==> src/rtl/rsd_pkg.sv <==
// ----------------------------------------------------------------------------
// rsd_pkg
// Shared widths, payload types, register indexes and normal constants for
// the rectangle signed-distance block.
// ----------------------------------------------------------------------------
package rsd_pkg;

	// Coordinate width of points and rectangle edges (signed Q12.12).
	localparam int COORD_BITS = 24;

	// Derived widths of the doubled-coordinate datapath.
	localparam int DIFF_BITS = COORD_BITS + 2;   // 2*p - (min + max)
	localparam int HALF_BITS = COORD_BITS + 1;   // max - min
	localparam int EX_BITS   = COORD_BITS + 3;   // |2*p - c2| - h2
	localparam int MAG_BITS  = COORD_BITS + 1;   // positive excess in a corner
	localparam int SQ_BITS   = 2 * MAG_BITS;
	localparam int SUM_BITS  = SQ_BITS + 1;
	localparam int ROOT_BITS = (SUM_BITS + 1) / 2;
	localparam int RAD_BITS  = 2 * ROOT_BITS;
	localparam int REM_BITS  = ROOT_BITS + 3;
	localparam int DIST_BITS = COORD_BITS + 2;
	localparam int NORM_BITS = 16;

	// Outward normals in Q1.14.
	localparam logic signed [NORM_BITS-1:0] NORM_ONE    = NORM_BITS'(16384);
	localparam logic signed [NORM_BITS-1:0] NORM_ONE_N  = -NORM_BITS'(16384);
	localparam logic signed [NORM_BITS-1:0] NORM_DIAG   = NORM_BITS'(11585);
	localparam logic signed [NORM_BITS-1:0] NORM_DIAG_N = -NORM_BITS'(11585);
	localparam logic signed [NORM_BITS-1:0] NORM_ZERO   = '0;

	// Reset values of the rectangle edges.
	localparam logic signed [COORD_BITS-1:0] EDGE_MIN_RST = '0;
	localparam logic signed [COORD_BITS-1:0] EDGE_MAX_RST = COORD_BITS'(4096);

	// Configuration register indexes.
	localparam int CFG_IDX_BITS = 2;
	typedef enum logic [CFG_IDX_BITS-1:0] {
		REG_X_MIN = 2'd0,
		REG_Y_MIN = 2'd1,
		REG_X_MAX = 2'd2,
		REG_Y_MAX = 2'd3
	} cfg_reg_t;

	// Input beat: the query point.
	typedef struct packed {
		logic signed [COORD_BITS-1:0] point_x;
		logic signed [COORD_BITS-1:0] point_y;
	} in_t;

	// Output beat: distance, exit point and outward normal.
	typedef struct packed {
		logic signed [DIST_BITS-1:0]  distance;
		logic signed [COORD_BITS-1:0] exit_x;
		logic signed [COORD_BITS-1:0] exit_y;
		logic signed [NORM_BITS-1:0]  normal_x;
		logic signed [NORM_BITS-1:0]  normal_y;
	} out_t;

	// Side information that rides along the square-root pipeline.
	typedef struct packed {
		logic corner;
		out_t res;
	} sq_tag_t;

endpackage

==> src/rtl/rsd_out_skid.sv <==
// ----------------------------------------------------------------------------
// rsd_out_skid
// Output register with one skid entry. The upstream ready comes from a
// flop, so a stalled receiver never reaches back combinationally.
// ----------------------------------------------------------------------------
module rsd_out_skid (
	input  logic          clk,
	input  logic          arst_n,
	input  logic          push_valid,
	input  rsd_pkg::out_t push_data,
	output logic          push_ready,
	output logic          out_valid,
	input  logic          out_ready,
	output rsd_pkg::out_t out_data
);
	import rsd_pkg::*;

	logic out_valid_q;
	logic skid_valid_q;
	out_t out_data_q;
	out_t skid_data_q;
	logic push;
	logic pop;

	assign push_ready = !skid_valid_q;
	assign push       = push_valid && push_ready;
	assign pop        = out_valid_q && out_ready;

	// Valid bits of the output register and the skid entry.
	always_ff @(posedge clk or negedge arst_n) begin
		if (!arst_n) begin
			out_valid_q  <= 1'b0;
			skid_valid_q <= 1'b0;
		end else begin
			if (pop) begin
				if (skid_valid_q) begin
					skid_valid_q <= 1'b0;
				end else if (!push) begin
					out_valid_q <= 1'b0;
				end
			end else if (push) begin
				if (out_valid_q) begin
					skid_valid_q <= 1'b1;
				end else begin
					out_valid_q <= 1'b1;
				end
			end
		end
	end

	// Payload moves; the skid entry drains first so order is kept.
	always_ff @(posedge clk) begin
		if (pop) begin
			if (skid_valid_q) begin
				out_data_q <= skid_data_q;
			end else if (push) begin
				out_data_q <= push_data;
			end
		end else if (push) begin
			if (out_valid_q) begin
				skid_data_q <= push_data;
			end else begin
				out_data_q <= push_data;
			end
		end
	end

	assign out_valid = out_valid_q;
	assign out_data  = out_data_q;

endmodule

==> config.mk <==
export PLATFORM = sky130hd
export DESIGN_NAME = rsd_out_skid
export DESIGN_NICKNAME = d
export VERILOG_FILES = /design/src/rtl/rsd_pkg.sv /design/src/rtl/rsd_out_skid.sv
export SDC_FILE = /design/constraint.sdc
export NUM_CORES = 1
export LEC_CHECK = 0
export ABC_AREA = 1
export BUFFER_PORTS_ARGS = -buffer_cell sky130_fd_sc_hd__clkbuf_2
export CORE_ASPECT_RATIO = 1.5
export CORE_UTILIZATION = 47
export CTS_CLUSTER_DIAMETER = 60
export DETAILED_ROUTE_END_ITERATION = 16
export GPL_TIMING_DRIVEN = 0
export PLACE_DENSITY = 0.74
export SETUP_SLACK_MARGIN = 0.3
export SLEW_MARGIN = 30
export SYNTH_ARGS = -nofsm -noshare
export SYNTH_HDL_FRONTEND = slang
export SYNTH_SLANG_ARGS = --single-unit
==> constraint.sdc <==
create_clock -name clk -period 12.2 [get_ports clk]
set_clock_uncertainty 0.1 [all_clocks]
set_input_delay 2.44 -clock clk [delete_from_list [all_inputs] [get_ports clk]]
set_output_delay 2.44 -clock clk [all_outputs]
set_load 0.03 [all_outputs]
Word level (Yosys, flattened, before mapping)

Cells that the tools add are included.

Flip-flop bits (word level): 214
Input port bits: 110
Output and inout port bits: 108
Logic and storage cells: 38

Eq/ne operators: 3
Multiplexer cells: 12
Bitwise operators: 1
Reduce and logical (&&, ||, !) cells: 10

Operator list:

| cell                 | count |
|---|---|
| $mux W106            | 5 |
| $reduce_and A3 Y1    | 3 |
| $mux W1              | 7 |
| $reduce_bool A2 Y1   | 3 |
| $ne A2 B2 Y1 const B | 2 |
| $logic_and A1 B1 Y1  | 2 |
| $ne A2 B1 Y1 const B | 1 |
| $reduce_and A2 Y1    | 1 |
| $logic_not A1 Y1     | 1 |
| $not A1 Y1           | 1 |

Longest topological paths before layout

Gate-level depths: netlist (run 1).

Word-level depth: 5
Gate-level depth with buffers: 8
Depth with buffers taken out: 6

Worst setup path after synthesis (run 1)

No wires, ideal clock.

Path kind: input -> register
Start: input out_ready
End: register skid_data_q[0] in the netlist's numbering (enable)
Library setup time: 0.701 ns
Data arrival time: 9.921 ns
Data required time: 11.399 ns
Setup slack: 1.478 ns
Cell stages on the path: 3
Path buffers: 2
Cells stage by stage: buf_4 -> buf_4 -> nor3_1

Cells in the longest elaborated chain, start to end: 3

RTL lines:

| what                        | RTL line           | source |
|---|---|---|
| start, declared             | rsd_out_skid.sv:13 | `input logic out_ready,` |
| $logic_and A1 B1 Y1         | rsd_out_skid.sv:27 | `assign pop = out_valid_q && out_ready;` |
| $not A1 Y1 (no line)        | n/a                |  |
| $reduce_and A3 Y1 (no line) | n/a                |  |
| end signal, assigned        | rsd_out_skid.sv:61 | `skid_data_q <= push_data;` |
| end, declared               | rsd_out_skid.sv:21 | `out_t skid_data_q;` |

Every way passes these cells.
A chain may end at the register's enable or synchronous reset.

Worst setup path after layout (run 1)

Start: input out_ready
End: register skid_data_q[52] in the netlist's numbering (enable)

Same word-level chain as after synthesis.

==> qor.yml, run 1 <==
outcome: "finished, final reports clean"
grt_max_degree: 22
crit_start: "out_ready"
clock_sinks: 214
rr_endpoint: "skid_data_q[52]$_DFFE_PP_"
synth_adder_area_share: 0.001522
fin_hold_ws_ps: 465.6
ys_types: 15
routabilityCongestion: 0.8036
gr-total-overflow: 0
root_buffer: "clkbuf_16"
stdcell_count: 1081
cpMaxStageDelayCell: "nor3_2"
synth_top_family_by_area: "simple AND/OR/NAND/NOR gates"
switching_share: 0.3383
dieArea_sq_um: 18040
yosysWarnings: 0
grtUsageTotal: 0.2111
cts_setup_buffers: 0
setup_viol: 0
hold_violations: 0
arrival_ps: 4580
cts_buffers: 20
core-area_sq_um: 16910
drt_iter0_drc: 373
maxSlewViolCount: 0
rrSetupSlack_ps: 9330
rr_startpoint: "skid_valid_q$_DFFE_PN0P_"
place_inst: 1042
regArea_sq_um: 6416
ir_drop_mv: 0.1546
clk_pin_slew_ps: 60
cts.hold.buffers_added: 0
worstPathMaxFanout: 10
switchingPower_uw: 831.0
start_util: 0.4862
grt_pass1_wl_microns: 28750
io_buffer_count: 217
worst_path_most_repeated_cell: "buf_4"
cp-end-kind: "register"
die_y_microns: 164.0
cp-start-kind: "input port"
cts_max_level: 1
crit_path_max_incr_delay_ps: 550
wl_per_cell_microns: 17.48
critPathCapture: "skid_data_q[52]$_DFFE_PP_"
cap_viol_max_count: 0
rsz0062_at_grt: "false"
hpwl_microns: 13570
synth_seq_cells: 214
p_per_area_nw_per_um2: 232.9
areaGrowthSynthToFinish_pct: 28.28
drive_gt1_frac: 0.3571
synth_compound_area_frac: 0.001217
cp_cell_sequence: "clkbuf_2 -> buf_4 -> buf_4 -> nor3_2 -> buf_4 -> buf_4 -> buf_4 -> buf_4 -> buf_4"
wirelength_microns: 18900
die_w_microns: 110.0
vias_per_cell: 5.230
max_slew_margin: 0.5796
cts-resized-gates: 0
synthXorXnorAreaFrac: 0
yosysSeqAreaShare: 0.7804
synth.area.mux_share: 0
power_frac_seq: 0.424
vias: 5654
clockBufferDepth: 3
drc_errors: 0
p_comb_frac: 0.301
p_leak_uw: 0.004494
syn_inst: 597
r2r_cells: 10
synth_area_sq_um: 8222
syn_nets: 708
fin_crit_sh: 0.3681
rows: 58
ant_nets: 0
clkPwrFrac: 0.275
synthSimpleGateAreaFrac: 0.1838
required_ps: 12290
antenna_found_initial: 4
fmax_ghz: 0.2227
critPathKind: "input port to register"
min_path_type: "register to register"
pin_count: 218
p_int_uw: 1626
worstSkewPairLatency_ps: 490
syn_avg_cell_area_sq_um: 13.77
multi_input_area_sq_um: 1546
drt_first_pass_iters: 5
tightest_slew_ps: 627.1
finalPower_uw: 2457
n_fill_cell: 1349
grt_pass1_vias: 5749
cts_tree: "done"
period_minus_slack_ps: 4491
nets: 965
## state kept, by name, indices dropped and copies added (netlist names)
signal and cells:
out_data 106, skid_data_q 106, out_valid 1, skid_valid_q 1
## synthesized netlist by cell type
cell,number,area (sq um)
dfrtp_1,2,50.05
edfxtp_1,212,6366
nor2_1,2,7.510
buf_6,2,22.52
nor3_1,1,5.000
buf_4,8,60.06
inv_2,2,7.510
buf_2,31,155.2
ha_1,1,12.51
nand2_1,220,825.8
nand3_2,1,10.01
o21ai_0,2,10.01
clkbuf_1,6,22.52
inv_1,1,3.750
nand4_1,106,663.1
## metrics by stage
step | worst slack (ps) | area (sq um) | util | TNS, ps
after floorplan | 1478 | 8222 | - | 0
after global placement | -1811 | 9570 | 0.5660 | -191230
after detailed placement | 7179 | 9822 | 0.5809 | 0
after CTS | 7689 | 10540 | 0.6233 | 0
after global routing | 7584 | 10540 | 0.6233 | 0
final | 7709 | 10550 | 0.6237 | 0
## worst max-delay path: cells and delay by family
kind | cells | cell delay [ps]
buf+inv | 8 | 1580
simple gates | 1 | 550
## worst min path at each step
stage,startpoint,endpoint,slack (ps),cells after the start
after global placement,skid_data_q[38]$_DFFE_PP_,out_data[38]$_DFFE_PP_,440,2
final,skid_data_q[54]$_DFFE_PP_,out_data[54]$_DFFE_PP_,470,2
after CTS,skid_data_q[54]$_DFFE_PP_,out_data[54]$_DFFE_PP_,470,2
after global routing,skid_data_q[2]$_DFFE_PP_,out_data[2]$_DFFE_PP_,490,2
after floorplan,skid_data_q[103]$_DFFE_PP_,out_data[103]$_DFFE_PP_,440,2
after detailed placement,skid_data_q[54]$_DFFE_PP_,out_data[54]$_DFFE_PP_,450,2
## power by group through the flow
stage          Sequential, uW  Clock [uW]  Combinational (uW)
2_1_floorplan            1270           0                 277
3_3_place_gp             1100           0                 674
3_5_place_dp             1060           0                 744
4_1_cts                  1040         687                 745
5_1_grt                  1050         713                 799
6_report                 1040         675                 740
## final cells by class
| class | instances | share of cell area |
|---|---|---|
| inverter | 3 | 0.001068 |
| tap | 210 | 0.02491 |
| clock inverter | 13 | 0.01744 |
| multi-input combinational | 333 | 0.1466 |
| clock buffer | 23 | 0.05054 |
| buffer | 47 | 0.02468 |
| timing repair buffer | 235 | 0.1256 |
| sequential | 214 | 0.6084 |
| antenna | 3 | 0.0007118 |
## routing by layer
layer  up-vias  global-route usage  share of wire
li1       2741                   -              -
met1      2655              0.2251           0.35
met2       212              0.3898           0.54
met3        44             0.06429          0.080
met4         2             0.06606          0.026
met5         -                   0        0.00069
## cell families after synthesis
logic type / Yosys count
flops: 214
fa+ha+maj: 1
compound gates: 2
buf+inv: 50
simple gates: 330
## placed cells by master (no fill, tap or decap)
master	synthesis	layout
nand2_1	220	220
clkbuf_2	0	217
edfxtp_1	212	212
nand4_1	106	106
buf_2	31	31
clkbuf_16	0	21
buf_4	8	20
clkbuf_1	6	8
bufinv_16	0	5
clkinv_1	0	5
buf_16	0	5
diode_2	0	3
buf_6	2	3
clkinv_2	0	3
inv_2	2	2
o21ai_0	2	2
dfrtp_1	2	2
nand3_2	1	1
nor2_1	2	1
inv_1	1	1
nor2_4	0	1
nor3_2	0	1
ha_1	1	1
Note: power is estimated with default switching activity, not from simulation.
==> run 2, diff against run 1 <==
- PLACE_DENSITY: 0.74 -> 0.77
- clock period: 12.2 -> 3.65 ns (I/O delays scaled with it)
==> run 2 against run 1 <==
Net effect: global-route usage shrank 0.44 points; final area decreased by 0.71%; sequential power rose to 3.3 times the previous value; sequential share of layout area up 0.44 points; total power grew to 3.2 times the previous value; flip-flop and latch count stayed put; final cell count decreased by 0.46%; die area unchanged; wire length decreased by 1.5%; combinational power increased to 3.4 times the previous value; critical endpoint is now skid_data_q[71]$_DFFE_PP_.
==> qor.yml, run 2 (synthesis gave the netlist of run 1 again) <==
p_leak_uw: 0.004430  # -1.4%
dieArea_sq_um: 18040  # unchanged
placed_cell_area_sq_um: 9842  # +0.20%
setup_viol: 0  # unchanged
grt_pass1_wl_microns: 28410  # -1.2%
areaGrowthSynthToFinish_pct: 27.36
vias: 5697  # +0.76%
fin_crit_sh: 0.7224
ant_nets: 0  # unchanged
ir_drop_mv: 0.4555  # +190%
max_slew_margin: 0.5978  # +0.01811
worstHoldStart: "push_data[14]"
wl_per_cell_microns: 17.31  # -1.0%
required_ps: 3740  # -8550 ps
worstSkewPairLatency_ps: 480  # about the same
worst_path_most_repeated_cell: "buf_6"
critPathTopFamily: "buffers and inverters"
rr_endpoint: "skid_data_q[71]$_DFFE_PP_"
cp.depth: 9  # unchanged
maxSlewViolCount: 0  # unchanged
cpMaxStageDelayCell: "nor3_4"
clock_sinks: 214  # unchanged
arrival_ps: 2730  # -1850 ps
hpwl_microns: 13370  # -1.5%
wirelength_microns: 18620  # -1.5%
cp-end-kind: "register"
hold_violations: 0  # unchanged
root_buffer: "clkbuf_16"
r2r_cells: 9  # -1
mostFrequentLayoutCell: "nand2_1"
vias_per_cell: 5.295  # +1.2%
worst-path-buf-inv: 7  # -1
grt_pass1_vias: 5715  # -0.59%
drt_first_pass_iters: 7  # +2
cts_max_level: 1  # unchanged
drt_iter0_drc: 368  # -1.3%
die_y_microns: 164.0  # unchanged
cts_buffers: 20  # unchanged
drive_gt1_frac: 0.3523  # -0.004883
grt_max_degree: 26  # +18%
gr-total-overflow: 0  # unchanged
crit_path_max_incr_delay_ps: 490  # -60 ps
fin_hold_ws_ps: 333.4  # -132.2 ps
die_w_microns: 110.0  # unchanged
outcome: "finished, final reports clean"
final_cell_mix: "220 x nand2_1, 217 x clkbuf_2, 212 x edfxtp_1"
grtUsageTotal: 0.2067  # -0.004443
clockBufferDepth: 3  # unchanged
hold_depth: 1  # -1
cts_setup_buffers: 0  # unchanged
rows: 58  # unchanged
postLayoutSetupSlackWorst_ps: 1013  # -6696 ps
antenna_found_initial: 1  # -3
rr_startpoint: "skid_valid_q$_DFFE_PN0P_"
critPathKind: "register to register"
fin_util: 0.6193  # -0.004440
pin_count: 218  # unchanged
nets: 961  # -0.41%
pre_cts_ws_ps: 687.2  # -6492 ps
tightest_slew_ps: 601.4  # -25.70 ps
min_path_type: "input port to register"
core-area_sq_um: 16910  # unchanged
cts_tree: "done"
start_util: 0.4862  # unchanged
routabilityCongestion: 0.7854  # -2.3%
io_buffer_count: 217  # unchanged
worstPathMaxFanout: 15  # +5
fin_area_sq_um: 10470  # -0.71%
fmax_ghz: 0.3792
cp_cell_sequence: "buf_4 -> buf_6 -> inv_2 -> nand2_1 -> nor3_4 -> buf_8 -> buf_6 -> buf_6 -> buf_6"
period_minus_slack_ps: 2637
drc_errors: 0  # unchanged
rsz0062_at_grt: "false"
p_per_area_nw_per_um2: 757.3  # +230%
worst_hold_path.endpoint: "skid_data_q[14]$_DFFE_PP_"
cap_viol_max_count: 0  # unchanged
rrSetupSlack_ps: 1010  # -8320 ps
clk_pin_slew_ps: 60  # about the same
cp-start-kind: "register"
run 2: cell types whose count changed in the layout (fill, tap and decap cells not counted), sizes merged:
cell | before | now
buf | 59 | 54
bufinv | 5 | 1
clkbuf | 246 | 250
clkinv | 8 | 6
dlygate4sd3 | 0 | 1
inv | 3 | 4
run 2: stage by stage:
stage / TNS, ps / total power [uW] / instances
finish: 0 / 7930 / 1076
global route: 0 / 8281 / 1073
detailed placement: 0 / 6020 / 1037
CTS: 0 / 7977 / 1073
floorplan: -42750 / 5135 / 597
global placement: -247450 / 5835 / 1024
run 2: worst max path at each step:
stage | startpoint | to | slack [ps]
6_report | skid_valid_q$_DFFE_PN0P_ | skid_data_q[71]$_DFFE_PP_ | 1010
5_1_grt | skid_valid_q$_DFFE_PN0P_ | skid_data_q[71]$_DFFE_PP_ | 880
4_1_cts | skid_valid_q$_DFFE_PN0P_ | skid_data_q[71]$_DFFE_PP_ | 970
3_5_place_dp | out_ready | out_data[50]$_DFFE_PP_ | 690
3_3_place_gp | out_ready | skid_data_q[70]$_DFFE_PP_ | -1650
2_1_floorplan | out_ready | skid_data_q[0]$_DFFE_PP_ | -400
run 2: layout make-up:
type / count / area, sq um
antenna: 3 / 7.507
buffer: 47 / 271.5
clock buffer: 27 / 548.0
clock inverter: 8 / 63.81
fill: 1333 / 6437
inverter: 3 / 11.26
multi-input combinational: 333 / 1559
sequential: 214 / 6416
tap: 210 / 262.8
timing repair buffer: 231 / 1331
run 2: power by group:
group	switching (uW)	total [uW]	internal [uW]
combinational	1790	2480	691
sequential	130	3480	3350
clock	841	1970	1120
total	2760	7930	5170
run 2: repair_timing:
item	CTS	global route
endpoints found under the hold margin	2	0
hold buffers	1	0
gates resized for setup	0	0
endpoints found under the setup margin	0	0
run 2: metal layers:
metal | track usage | wire (microns) | up-vias
met3 | 0.04524 | 1317 | 46
li1 | - | - | 2716
met4 | 0.08485 | 575 | 0
met1 | 0.2364 | 6786 | 2699
met5 | 0 | 0 | -
met2 | 0.3679 | 9945 | 236
==> run 3, diff against run 2 <==
- clock period: 3.65 -> 2.4 ns (I/O delays scaled with it)
==> run 3 against run 2 <==
Net effect: sequential share of layout area decreased by 2.9 points; wire length increased by 6.4%; via count increased by 1.9%; largest power group unchanged; sequential power increased by 52%; combinational power increased by 82%; count of clock-buffer cells in the layout unchanged; worst hold slack got worse by 260 ps; fmax increased by 26%.
==> qor.yml, run 3 (synthesis gave the netlist of run 1 again) <==
core-area_sq_um: 16910  # unchanged
period_minus_slack_ps: 2093  # -544.3 ps
max_slew_margin: 0.6668  # +0.06909
rr_startpoint: "skid_valid_q$_DFFE_PN0P_"
crit_path_max_incr_delay_ps: 410  # -80 ps
cp-end-kind: "register"
wl_per_cell_microns: 17.91  # +3.5%
dieArea_sq_um: 18040  # unchanged
critPathKind: "register to register"
die_w_microns: 110.0  # unchanged
wirelength_microns: 19810  # +6.4%
placed_cell_area_sq_um: 9863  # +0.22%
arrival_ps: 2190  # -540 ps
root_buffer: "clkbuf_16"
mostFrequentLayoutCell: "nand2_1"
areaGrowthSynthToFinish_pct: 33.66
setup_viol: 0  # unchanged
tightest_slew_ps: 499.7  # -101.7 ps
hpwl_microns: 13290  # -0.57%
vias_per_cell: 5.249  # -0.87%
drc_errors: 0  # unchanged
drive_gt1_frac: 0.3799  # +0.02763
grtUsageTotal: 0.2222  # +0.01547
clockBufferDepth: 3  # unchanged
outcome: "finished, final reports clean"
die_y_microns: 164.0  # unchanged
clock_sinks: 214  # unchanged
rrSetupSlack_ps: 310  # -710 ps
finalPower_uw: 12930  # +63%
grt_pass1_wl_microns: 30220  # +6.3%
n_fill_cell: 1284  # -3.7%
fin_area_sq_um: 10990  # +4.9%
finalSetupTns_ps: 0  # unchanged
fmax_ghz: 0.4779  # +26%
cts_max_level: 1  # unchanged
grt_pass1_vias: 5808  # +1.6%
worst_hold_path.endpoint: "skid_data_q[16]$_DFFE_PP_"
cap_viol_max_count: 0  # unchanged
min_path_type: "input port to register"
pin_count: 218  # unchanged
drt_iter0_drc: 390  # +6.0%
ir_drop_mv: 0.8228  # +81%
antenna_found_initial: 1  # unchanged
cpMaxStageDelayCell: "dfrtp_1"
gr-total-overflow: 0  # unchanged
hold_violations: 0  # unchanged
io_buffer_count: 217  # unchanged
worstSkewPairLatency_ps: 490  # about the same
worstHoldStart: "push_data[16]"
final_cell_mix: "218 x nand2_1, 217 x clkbuf_2, 212 x edfxtp_1"
ant_nets: 0  # unchanged
hold_depth: 1  # unchanged
r2r_cells: 12  # +3
cp_cell_sequence: "buf_8 -> buf_12 -> clkinv_8 -> nand2_8 -> ha_4 -> inv_4 -> o21ai_4 -> nor2_4 -> buf_12 -> buf_16 -> buf_16 -> buf_16"
nets: 993  # +3.3%
required_ps: 2500  # -1240 ps
grt_max_degree: 17  # -35%
cts_buffers: 20  # unchanged
worstPathMaxFanout: 13  # -2
rr_endpoint: "out_data[36]$_DFFE_PP_"
rsz0062_at_grt: "true"
start_util: 0.4862  # unchanged
maxSlewViolCount: 0  # unchanged
fin_crit_sh: 0.8719  # +0.1495
p_per_area_nw_per_um2: 1176  # +55%
routabilityCongestion: 0.7620  # -3.0%
cp-start-kind: "register"
clk_pin_slew_ps: 70  # about the same
vias: 5805  # +1.9%
worst_path_most_repeated_cell: "buf_16"
p_leak_uw: 0.004679  # +5.6%
drt_first_pass_iters: 5  # -2
cts_tree: "done"
rows: 58  # unchanged
## run 3: area by class of cell
cell class                      count  area (sq um)  share of cell area
Sequential cell                   214          6417              0.5840
Timing Repair Buffer              263          1757              0.1599
Multi-Input combinational cell    333          1595              0.1452
Clock buffer                       27         548.0             0.04987
Buffer                             47         287.8             0.02619
Tap cell                          210         262.8             0.02391
Clock inverter                      8         90.09            0.008198
Inverter                            3         28.78            0.002619
Antenna cell                        1         2.502           0.0002277
## run 3: routing by layer
metal	global-route usage	vias up	routed length (microns)
met3	0.05476	47	1325
li1	-	2785	-
met4	0.09576	0	674
met2	0.3980	219	10660
met1	0.2454	2754	7146
met5	0	-	0
## run 3: worst max path at each step
stage | from | endpoint | slack [ps] | cells past startpoint
finish | skid_valid_q$_DFFE_PN0P_ | out_data[36]$_DFFE_PP_ | 310 | 12
global route | skid_valid_q$_DFFE_PN0P_ | out_data[36]$_DFFE_PP_ | 250 | 12
CTS | skid_valid_q$_DFFE_PN0P_ | skid_data_q[53]$_DFFE_PP_ | 310 | 9
detailed placement | out_ready | out_data[54]$_DFFE_PP_ | -470 | 11
global placement | out_ready | skid_data_q[57]$_DFFE_PP_ | -2650 | 4
floorplan | out_valid$_DFFE_PN0P_ | skid_data_q[0]$_DFFE_PP_ | -1460 | 4
## run 3: where the power goes
part           leakage, uW  switching (uW)  internal (uW)
Clock             0.000311            1310           1820
Sequential         0.00199             194           5100
Combinational      0.00238            2940           1570
Total              0.00468            4440           8490
## run 3: timing repair
item,CTS,global route
cloned,4,2
setup endpoints to repair,142,94
setup buffers,19,7
resized for setup,13,8
hold endpoints to repair,2,0
hold buffers,1,0
pin swaps,2,1
## run 3: critical path: cells and delay by family (launching register included)
| kind | cells | cell delay, ps |
|---|---|---|
| buf+inv | 8 | 870 |
| flops | 1 | 410 |
| fa+ha+maj | 1 | 170 |
| simple gates | 2 | 170 |
| compound gates | 1 | 60 |
## run 3: metrics by stage
step	util	setup WS [ps]	hold WS, ps	std cells
6_report	0.6499	307.5	75.75	1106
5_1_grt	0.6498	250.1	56.19	1105
4_1_cts	0.6417	306.0	53.02	1096
3_5_place_dp	0.5833	-470.0	169.9	1037
3_3_place_gp	0.5692	-2650	165.5	1024
2_1_floorplan	-	-1465	84.41	597
